==> src/rtl/acs_pkg.sv <==
// ----------------------------------------------------------------------------
// acs_pkg
// Shared types, register indexes and AES-128 round functions.
// ----------------------------------------------------------------------------
package acs_pkg;

    localparam int QUEUE_DEPTH = 4;
    localparam int CFG_IDX_W   = 2;
    localparam int CFG_DATA_W  = 64;
    localparam int LAST_ROUND  = 10;

    localparam logic [CFG_IDX_W-1:0] REG_KEY_LOW  = 2'd0;
    localparam logic [CFG_IDX_W-1:0] REG_KEY_HIGH = 2'd1;
    localparam logic [CFG_IDX_W-1:0] REG_NONCE    = 2'd2;

    typedef struct packed {
        logic       last;
        logic [7:0] data;
    } item_t;

    typedef struct packed {
        logic         busy;
        logic         done;
        logic [127:0] result;
    } eng_status_t;

    localparam logic [2047:0] SBOX_TABLE = {
        128'h637c777bf26b6fc53001672bfed7ab76,
        128'hca82c97dfa5947f0add4a2af9ca472c0,
        128'hb7fd9326363ff7cc34a5e5f171d83115,
        128'h04c723c31896059a071280e2eb27b275,
        128'h09832c1a1b6e5aa0523bd6b329e32f84,
        128'h53d100ed20fcb15b6acbbe394a4c58cf,
        128'hd0efaafb434d338545f9027f503c9fa8,
        128'h51a3408f929d38f5bcb6da2110fff3d2,
        128'hcd0c13ec5f974417c4a77e3d645d1973,
        128'h60814fdc222a908846eeb814de5e0bdb,
        128'he0323a0a4906245cc2d3ac629195e479,
        128'he7c8376d8dd54ea96c56f4ea657aae08,
        128'hba78252e1ca6b4c6e8dd741f4bbd8b8a,
        128'h703eb5664803f60e613557b986c11d9e,
        128'he1f8981169d98e949b1e87e9ce5528df,
        128'h8ca1890dbfe6426841992d0fb054bb16
    };

    function automatic logic [7:0] sbox(input logic [7:0] x);
        logic [10:0] base;
        base = {x, 3'b000};
        return SBOX_TABLE[11'd2047 - base -: 8];
    endfunction

    function automatic logic [7:0] xtime(input logic [7:0] a);
        return {a[6:0], 1'b0} ^ (a[7] ? 8'h1b : 8'h00);
    endfunction

    // byte i of a block sits in bits 8i+7:8i, column-major state
    function automatic logic [127:0] sub_shift(input logic [127:0] s);
        logic [127:0] t;
        for (int c = 0; c < 4; c++)
        begin
            for (int j = 0; j < 4; j++)
            begin
                t[8*(4*c+j) +: 8] = sbox(s[8*(4*((c+j)%4)+j) +: 8]);
            end
        end
        return t;
    endfunction

    function automatic logic [127:0] mix_columns(input logic [127:0] t);
        logic [127:0] s;
        logic [7:0]   a0, a1, a2, a3;
        for (int c = 0; c < 4; c++)
        begin
            a0 = t[8*(4*c)   +: 8];
            a1 = t[8*(4*c+1) +: 8];
            a2 = t[8*(4*c+2) +: 8];
            a3 = t[8*(4*c+3) +: 8];
            s[8*(4*c)   +: 8] = xtime(a0) ^ xtime(a1) ^ a1 ^ a2 ^ a3;
            s[8*(4*c+1) +: 8] = a0 ^ xtime(a1) ^ xtime(a2) ^ a2 ^ a3;
            s[8*(4*c+2) +: 8] = a0 ^ a1 ^ xtime(a2) ^ xtime(a3) ^ a3;
            s[8*(4*c+3) +: 8] = xtime(a0) ^ a0 ^ a1 ^ a2 ^ xtime(a3);
        end
        return s;
    endfunction

    function automatic logic [127:0] key_expand(input logic [127:0] rk,
                                                input logic [7:0]   rcon);
        logic [127:0] n;
        logic [31:0]  tmp;
        tmp = {sbox(rk[103:96]), sbox(rk[127:120]), sbox(rk[119:112]),
               sbox(rk[111:104]) ^ rcon};
        n[31:0]   = rk[31:0]   ^ tmp;
        n[63:32]  = rk[63:32]  ^ n[31:0];
        n[95:64]  = rk[95:64]  ^ n[63:32];
        n[127:96] = rk[127:96] ^ n[95:64];
        return n;
    endfunction

endpackage

==> src/rtl/acs_front.sv <==
// ----------------------------------------------------------------------------
// acs_front
// Input side: takes message beats into a short queue for the back end.
// ----------------------------------------------------------------------------
module acs_front #(
    parameter int DEPTH = acs_pkg::QUEUE_DEPTH
) (
    input  logic           clk,
    input  logic           rst_n,
    input  logic           in_valid,
    output logic           in_ready,
    input  acs_pkg::item_t in_item,
    output logic           q_valid,
    input  logic           q_pop,
    output acs_pkg::item_t q_item
);

    localparam int PTR_W = (DEPTH > 1) ? $clog2(DEPTH) : 1;
    localparam int CNT_W = $clog2(DEPTH + 1);

    acs_pkg::item_t   mem_reg [DEPTH];
    logic [PTR_W-1:0] wr_ptr_reg, wr_ptr_next;
    logic [PTR_W-1:0] rd_ptr_reg, rd_ptr_next;
    logic [CNT_W-1:0] cnt_reg, cnt_next;
    logic             push, pop;

    assign in_ready = (cnt_reg != CNT_W'(DEPTH));
    assign q_valid  = (cnt_reg != '0);
    assign q_item   = mem_reg[rd_ptr_reg];
    assign push     = in_valid & in_ready;
    assign pop      = q_pop & q_valid;

    always_comb
    begin
        wr_ptr_next = wr_ptr_reg;
        rd_ptr_next = rd_ptr_reg;
        cnt_next    = cnt_reg;
        if (push)
        begin
            wr_ptr_next = (wr_ptr_reg == PTR_W'(DEPTH - 1)) ? '0 : wr_ptr_reg + 1'b1;
        end
        if (pop)
        begin
            rd_ptr_next = (rd_ptr_reg == PTR_W'(DEPTH - 1)) ? '0 : rd_ptr_reg + 1'b1;
        end
        if (push && !pop)
        begin
            cnt_next = cnt_reg + 1'b1;
        end
        else if (pop && !push)
        begin
            cnt_next = cnt_reg - 1'b1;
        end
    end

    always_ff @(posedge clk or negedge rst_n)
    begin
        if (!rst_n)
        begin
            wr_ptr_reg <= '0;
            rd_ptr_reg <= '0;
            cnt_reg    <= '0;
        end
        else
        begin
            wr_ptr_reg <= wr_ptr_next;
            rd_ptr_reg <= rd_ptr_next;
            cnt_reg    <= cnt_next;
        end
    end

    always_ff @(posedge clk)
    begin
        if (push)
        begin
            mem_reg[wr_ptr_reg] <= in_item;
        end
    end

endmodule

==> config.mk <==
export PLATFORM = sky130hd
export DESIGN_NAME = acs_front
export DESIGN_NICKNAME = d
export VERILOG_FILES = /design/src/rtl/acs_pkg.sv /design/src/rtl/acs_front.sv
export SDC_FILE = /design/constraint.sdc
export NUM_CORES = 1
export LEC_CHECK = 0
export ABC_CLOCK_PERIOD_IN_PS = 5800
export BUFFER_PORTS_ARGS = -buffer_cell sky130_fd_sc_hd__buf_2
export CORE_MARGIN = 2
export CORE_UTILIZATION = 60
export DETAILED_ROUTE_END_ITERATION = 7
export GPL_TIMING_DRIVEN = 0
export PLACE_DENSITY = 0.89
export SYNTH_ARGS = -nofsm -noshare
export SYNTH_HDL_FRONTEND = slang
export SYNTH_SLANG_ARGS = --single-unit
export TNS_END_PERCENT = 30
==> constraint.sdc <==
create_clock -name clk -period 5.8 [get_ports clk]
set_clock_uncertainty 0.2 [all_clocks]
set_input_delay 1.16 -clock clk [delete_from_list [all_inputs] [get_ports clk]]
set_output_delay 1.16 -clock clk [all_outputs]
set_load 0.02 [all_outputs]
After elaboration in Yosys (flattened, before gate mapping)
Memories as Yosys holds them, arrays and structs flattened.
Cells that the tools add are included.
W data, S select, Z words.
{ "word_totals": {"regBits": 7, "mem_bits_rw": 36, "input_bits": 13, "wordCells": 25, "memories": 1} }
{ "memory_table": {"columns": ["memory", "depth", "width", "read_ports", "rd_ports_with_merged_regs", "wr", "line", "text"], "rows": [
  ["mem_reg", 4, 9, 1, 0, 1, "acs_front.sv:21", "acs_pkg::item_t mem_reg [DEPTH];"]
]} }
{ "op_classes": {"addsub": 4, "eq_ne": 3, "n_mux": 6, "n_bitwise": 2, "n_reduce_logical": 6} }
{ "ops": {"columns": ["operator", "count"], "rows": [
  ["$mux W3", 2],
  ["$add A2 B1 Y2 const B", 2],
  ["$eq A2 B2 Y1 const B", 2],
  ["$mux W2", 2],
  ["$add A3 B1 Y3 const B", 1],
  ["$ne A3 B3 Y1 const B", 1],
  ["$reduce_bool A3 Y1", 1],
  ["$sub A3 B1 Y3 const B", 1],
  ["$and A1 B1 Y1", 2],
  ["$logic_and A1 B1 Y1", 2],
  ["$logic_not A1 Y1", 2],
  ["$mux W1", 2],
  ["$reduce_bool A2 Y1", 1]
]} }

Logic depth before layout (Yosys ltp)
Gate-level depths: netlist of run 1.
{ "depth": {"depth_word": 6, "ltp_mapped": 8} }

Least setup slack after synthesis of run 1
Ideal clock, no wire load.
{ "synth_path": {"path_kind": "register to output", "start": "register rd_ptr_reg[0]", "end": "output port q_item[1] (netlist bit)", "arrival_time_ns": 1.239, "required_time_ns": 4.440, "setup_slack_ns": 3.201, "stages_incl_launch_ff": 3, "n_path_buf": 1, "path_cell_list": "dfrtp_1 -> buf_2 -> mux4_2"} }
{ "synth_lines": {"columns": ["item", "line", "text"], "rows": [
  ["start: declaration", "acs_front.sv:23", "logic [PTR_W-1:0] rd_ptr_reg, rd_ptr_next;"],
  ["start signal: assignment", "acs_front.sv:67", "rd_ptr_reg <= rd_ptr_next;"],
  ["end: declaration", "acs_front.sv:15", "output acs_pkg::item_t q_item"]
]} }

==> results of run 1 <==
## cells by family (layout without fill, tap and decap cells)
logic type	Yosys count	after routing	share of synthesized area, %
fa+ha+maj	7	7	5.48
buf+inv	5	36	1.15
xor+xnor	3	3	1.51
flops	43	43	72.3
mux	14	14	15.3
simple gates	11	11	4.18
## per-layer routing
layer	routed length [µm]	vias up	GRT usage [%]
li1	-	380	-
met4	55	0	8.97
met1	1050	411	20.8
met2	1370	21	30.8
met5	0	-	0
met3	159	8	6.70
## worst max-delay path by stage
| stage | start | end | depth (start not counted) |
|---|---|---|---|
| floorplan | rd_ptr_reg[0] | q_item[1] | 2 |
| global placement | rd_ptr_reg[0] | q_item[4] | 3 |
| detailed placement | rd_ptr_reg[0] | q_item[4] | 3 |
| CTS | rd_ptr_reg[0] | q_item[4] | 3 |
| global route | rd_ptr_reg[0] | q_item[4] | 3 |
| finish | rd_ptr_reg[0] | q_item[4] | 3 |
## cells in the final DEF (no fill, tap or decap), types with 2 or more instances in the layout
| cell type | count |
|---|---|
| and3_2 | 4 |
| buf_2 | 24 |
| bufinv_16 | 2 |
| clkbuf_1 | 2 |
| clkbuf_4 | 5 |
| dfrtp_1 | 7 |
| edfxtp_1 | 36 |
| ha_1 | 6 |
| inv_1 | 3 |
| mux2_2 | 3 |
| mux2_4 | 2 |
| mux4_2 | 9 |
| nor2_1 | 3 |
| xor2_1 | 2 |
## per-stage QoR
step / worst slack (ps) / hold slack, ps
2_1_floorplan: 3200 / 249
3_3_place_gp: 3000 / 271
3_5_place_dp: 2980 / 292
4_1_cts: 2570 / 311
5_1_grt: 2510 / 341
6_report: 2610 / 299
## area by class of cell
cell class | instances | area, µm² | area share, %
Timing Repair Buffer | 23 | 115 | 5.78
Multi-Input combinational cell | 35 | 460 | 23.1
Clock buffer | 6 | 41.3 | 2.07
Sequential cell | 43 | 1260 | 63.1
Inverter | 3 | 11.3 | 0.565
Buffer | 2 | 8.76 | 0.440
Clock inverter | 2 | 60.1 | 3.02
Tap cell | 31 | 38.8 | 1.95
## power by group
part	internal, µW	total [µW]	switching [µW]
combinational	178	380	202
sequential	417	454	36.7
clock	134	229	94.5
total	729	1060	333
## worst register-to-register path: cells and delay by family (launching register included)
kind                       cells  cell delay (ps)
adders and majority gates      2              580
buffers and inverters          1               60
xor gates and xnor gates       2              300
DFF                            1              460
and+or+nand+nor                3              730
==> results.json, run 1 <==
{
  "clkLatencyLatePin_ps": 360,
  "max-cap-violations": 0,
  "postCtsSetupBuffers": 0,
  "die_y_um": 57.8,
  "hold_path_depth": 1,
  "finalCritPeriodShare_pct": 55.0,
  "endpoint_kind": "output port",
  "vias_per_cell": 5.66,
  "syn_area_um2": 1740,
  "peakVddDrop_mv": 0.480,
  "avgSynthCellArea_um2": 20.9,
  "drcViolationCount": 0,
  "power.leakage_uw": 0.000761,
  "clock_path_buffers": 2,
  "ys_seq_area_share_pct": 72.3,
  "status": "complete, no violations",
  "yosysWarningCount": 0,
  "nets": 133,
  "ctsHtreeMaxLevel": 2,
  "synth_cells": 83,
  "synth.distinct_cells": 18,
  "routed_wl_um": 2640,
  "rsz0062_at_grt": "false",
  "fin_util_pct": 72.2,
  "clkTransAtPathRegs_ps": 120,
  "crit_chain": "buf_2 -> mux4_2 -> buf_2",
  "grt_max_degree": 14,
  "crit_arrival_ps": 1830,
  "grt_pass1_vias": 925,
  "detail-route-antenna-nets": 0,
  "synth-async-reset-ratio_pct": 16.3,
  "io_pins": 24,
  "synth_flop_cell": "edfxtp_1",
  "worstSetupStartpointType": "flip-flop",
  "port_buffers": 23,
  "start_util_pct": 63.0,
  "synth_top_area_share_pct": 62.2,
  "routabilityCongestion": 0.734,
  "dp_cells": 137,
  "area_delta_synth_final_pct": 14.7,
  "die-area_um2": 3340,
  "synth_nets": 103,
  "crit_buf_inv": 2,
  "first_iter_violations": 23,
  "p_total_uw": 1060,
  "grt_pass1_wl_um": 4260,
  "grt-ovfl-total": 0,
  "fin_setup_tns_ps": 0,
  "fmax_ghz": 0.313,
  "finalSetupViolations": 0,
  "synth_common_cells": "edfxtp_1, mux4_2, dfrtp_1",
  "cts_tree": "yes",
  "final_area_um2": 1990,
  "hold_start": "cnt_reg[2]",
  "final_cells": 145,
  "period_minus_slack_ps": 3190,
  "worst_hold_path_type": "reg -> reg",
  "dr.pass1.iters": 4,
  "hold_viol": 0,
  "synth_edf_count": 36,
  "critPathRequiredTime_ps": 4440,
  "num_rows": 19,
  "ys_ff_latch": 43,
  "tightest_slew_ps": 607,
  "synthMostInstantiatedCell": "edfxtp_1",
  "largest_reg_flops": 36,
  "via_count": 820,
  "cts.sinks": 43,
  "synth.top_cells.by_area": "edfxtp_1, mux4_2, dfrtp_1",
  "core_um2": 2760,
  "cp_top_family": "multiplexers",
  "r2r-end": "cnt_reg[2]",
  "crit_type": "reg -> out",
  "yosys.area.top_type": "edfxtp_1",
  "postPlaceCellArea_um2": 1890,
  "numCtsBuffers": 5,
  "p_per_area_nw_per_um2": 533,
  "drive_gt1_share_pct": 45.6,
  "reg2reg_slack_ps": 3390,
  "cp_common_cell": "buf_2",
  "routedWlPerCell_um": 18.2,
  "dp_hpwl_um": 1830,
  "antenna_found_initial": 0,
  "fill_cells": 165,
  "rr_worst_depth": 8,
  "grt_use_total_pct": 18.4,
  "min_to": "cnt_reg[2]",
  "die_w_um": 57.8,
  "antenna_cells": 0,
  "slew_viol_final": 0,
  "max_stage_delay_ps": 560,
  "cts_root_buf": "clkbuf_4",
  "slew_headroom_pct": 59.5,
  "cts_resized": 0,
  "hold_buffers": 0,
  "r2r_start": "cnt_reg[0]",
  "crit_path_max_fanout": 10,
  "slowest_stage": "mux4_2"
}
No activity file was read; power rests on OpenSTA's default activity.
==> run 2, diff against run 1 <==
- ABC_AREA: unset -> 1
- ABC_CLOCK_PERIOD_IN_PS: 5800 -> 3000
- CORE_UTILIZATION: 60 -> 57
- PLACE_DENSITY: 0.89 -> 0.84
- clock period: 5.8 -> 3 ns (I/O delays scaled with it)
==> results.json, run 2 <==
{
  "status": "complete, no violations",
  "yosysWarningCount": 0,
  "crit_path_max_fanout": 10,
  "period_minus_slack_ps": 2270,
  "ctsHtreeMaxLevel": 2,
  "rsz0062_at_grt": "false",
  "tightest_slew_ps": 922,
  "fill_cells": 278,
  "fin_util_pct": 66.5,
  "num_rows": 21,
  "grt_max_degree": 14,
  "die_y_um": 63.0,
  "clock_path_buffers": 2,
  "final_common_cell": "edfxtp_1",
  "finalSetupViolations": 0,
  "synth_flop_cell": "edfxtp_1",
  "synth_common_cells": "edfxtp_1, nand2_1, inv_1",
  "clkLatencyLatePin_ps": 340,
  "power.leakage_uw": 0.000972,
  "core_um2": 3340,
  "cp-startpoint": "rd_ptr_reg[0]",
  "synth_top_area_share_pct": 54.5,
  "r2r-end": "cnt_reg[2]",
  "clockPowerShare_pct": 12.3,
  "worstSetupStartpointType": "flip-flop",
  "start_util_pct": 59.4,
  "rr_worst_depth": 10,
  "slowest_stage": "dfrtp_1",
  "die-area_um2": 3970,
  "slew_headroom_pct": 38.3,
  "drive_gt1_share_pct": 32.3,
  "synth.distinct_cells": 20,
  "r2r_start": "cnt_reg[0]",
  "grt_pass1_wl_um": 6070,
  "internal-power_uw": 1250,
  "hold_path_depth": 1,
  "crit_buf_inv": 3,
  "hold_viol": 0,
  "fin_setup_tns_ps": 0,
  "postCtsSetupBuffers": 0,
  "reg2reg_slack_ps": 920,
  "final_area_um2": 2220,
  "crit_chain": "buf_6 -> buf_8 -> o211ai_2 -> nand2_1 -> buf_2",
  "routedWlPerCell_um": 15.1,
  "detail-route-antenna-nets": 0,
  "worst_hold_path_type": "in -> reg",
  "vias_per_cell": 5.16,
  "area_delta_synth_final_pct": 11.9,
  "routed_wl_um": 3630,
  "routabilityCongestion": 0.756,
  "first_iter_violations": 30,
  "max-cap-violations": 0,
  "cp_top_family": "buffers and inverters",
  "sw_frac_of_total_pct": 41.9,
  "endpoint_kind": "output port",
  "dp_hpwl_um": 2600,
  "min_to": "mem_reg[3][7]",
  "crit_type": "reg -> out",
  "via_count": 1244,
  "die_w_um": 63.0,
  "grt_use_total_pct": 20.7,
  "largest_reg_flops": 36,
  "final_cell_mix": "edfxtp_1, nand2_1, inv_1",
  "synth_edf_count": 36,
  "cts.sinks": 43,
  "fmax_ghz": 0.440,
  "nets": 214,
  "grt_pass1_vias": 1339,
  "peakVddDrop_mv": 0.567,
  "numCtsBuffers": 5,
  "final_cells": 241,
  "switching_power_uw": 903,
  "cts_root_buf": "clkbuf_4",
  "ys_seq_area_share_pct": 63.3,
  "max_stage_delay_ps": 430,
  "synth_nets": 183,
  "pwr-share-seq_pct": 40.9,
  "dp_cells": 232,
  "synth-async-reset-ratio_pct": 16.3,
  "clkTransAtPathRegs_ps": 120,
  "avgSynthCellArea_um2": 12.2,
  "multi_input_area_um2": 551,
  "cts_tree": "yes",
  "syn_area_um2": 1980,
  "drcViolationCount": 0,
  "critPathRequiredTime_ps": 2200,
  "p_per_area_nw_per_um2": 972,
  "synth.top_cells.by_area": "edfxtp_1, dfrtp_1, o211ai_2",
  "slew_viol_final": 0,
  "dr.pass1.iters": 4,
  "seq_area_um2": 1260,
  "antenna_found_initial": 0,
  "antenna_cells": 0,
  "finalCritPeriodShare_pct": 75.8,
  "yosys.area.top_type": "edfxtp_1",
  "postPlaceCellArea_um2": 2160,
  "grt-ovfl-total": 0,
  "port_buffers": 23,
  "hold_start": "in_item[7]",
  "ys_ff_latch": 43,
  "synth_cells": 163,
  "synthMostInstantiatedCell": "edfxtp_1",
  "io_pins": 24,
  "power_frac_comb_pct": 46.9,
  "crit_arrival_ps": 1470
}
==> run 2: per-stage QoR <==
step                hold slack [ps]  worst slack [ps]  total power, µW
global placement                235               888             1840
global route                    239               647             2320
detailed placement              242               832             1910
finish                          260               727             2160
floorplan                       104              1040             1620
CTS                             256               728             2170
==> run 2: cell type report <==
type                            instances  area share (%)
Clock buffer                            5            1.69
Sequential cell                        43            56.6
Buffer                                  5            2.54
Tap cell                               46            2.59
Inverter                               32            5.41
Clock inverter                          3           0.677
Timing Repair Buffer                   24            5.64
Multi-Input combinational cell         83            24.8
==> run 2: kinds of logic (layout without fill, tap and decap cells) <==
logic type,count (synthesis),in the layout,share of synthesized area [%]
adder cells (fa/ha/maj),7,7,4.79
flip-flops,43,43,63.3
AND/OR/NAND/NOR,56,56,12.9
AO/OA/AOI/OAI,19,19,9.59
buffers and inverters,37,69,8.90
XOR/XNOR,1,1,0.442
==> run 2: how the worst max path moves through the flow <==
stage,cells after the start,slack (ps),end
detailed placement,10,830,cnt_reg[2]
floorplan,9,1040,cnt_reg[1]
global placement,3,890,mem_reg[1][0]
global route,5,650,q_item[3]
finish,5,730,q_item[3]
CTS,5,730,q_item[3]
==> run 2: power by group through the flow <==
| stage | Combinational (µW) | Sequential (µW) | Clock (µW) |
|---|---|---|---|
| floorplan | 745 | 875 | 0 |
| global route | 1120 | 900 | 296 |
| detailed placement | 1020 | 897 | 0 |
| global placement | 964 | 880 | 0 |
| CTS | 1020 | 883 | 265 |
| finish | 1010 | 881 | 265 |
==> run 2: worst register-to-register path, stage by stage, from the launching register on <==
cell and delay, ps:
dfrtp_1 460, inv_2 100, nand3_2 120, nand2_1 130, ha_1 180, inv_1 70
fa_1 390, nand2_1 110, nand3_1 100, nand2_1 80, nand2_1 50
==> run 2: timing repair <==
item,CTS,global route
gates resized for setup,0,0
hold endpoints to repair,7,0
hold buffers,1,0
==> run 2: layer usage <==
metal | share of wire [%] | GRT usage (%) | up-vias
met3 | 3.1 | 3.24 | 7
met2 | 56 | 38.0 | 27
met4 | 1.6 | 8.33 | 0
li1 | - | - | 605
met1 | 39 | 24.0 | 605
met5 | 0 | 0 | -
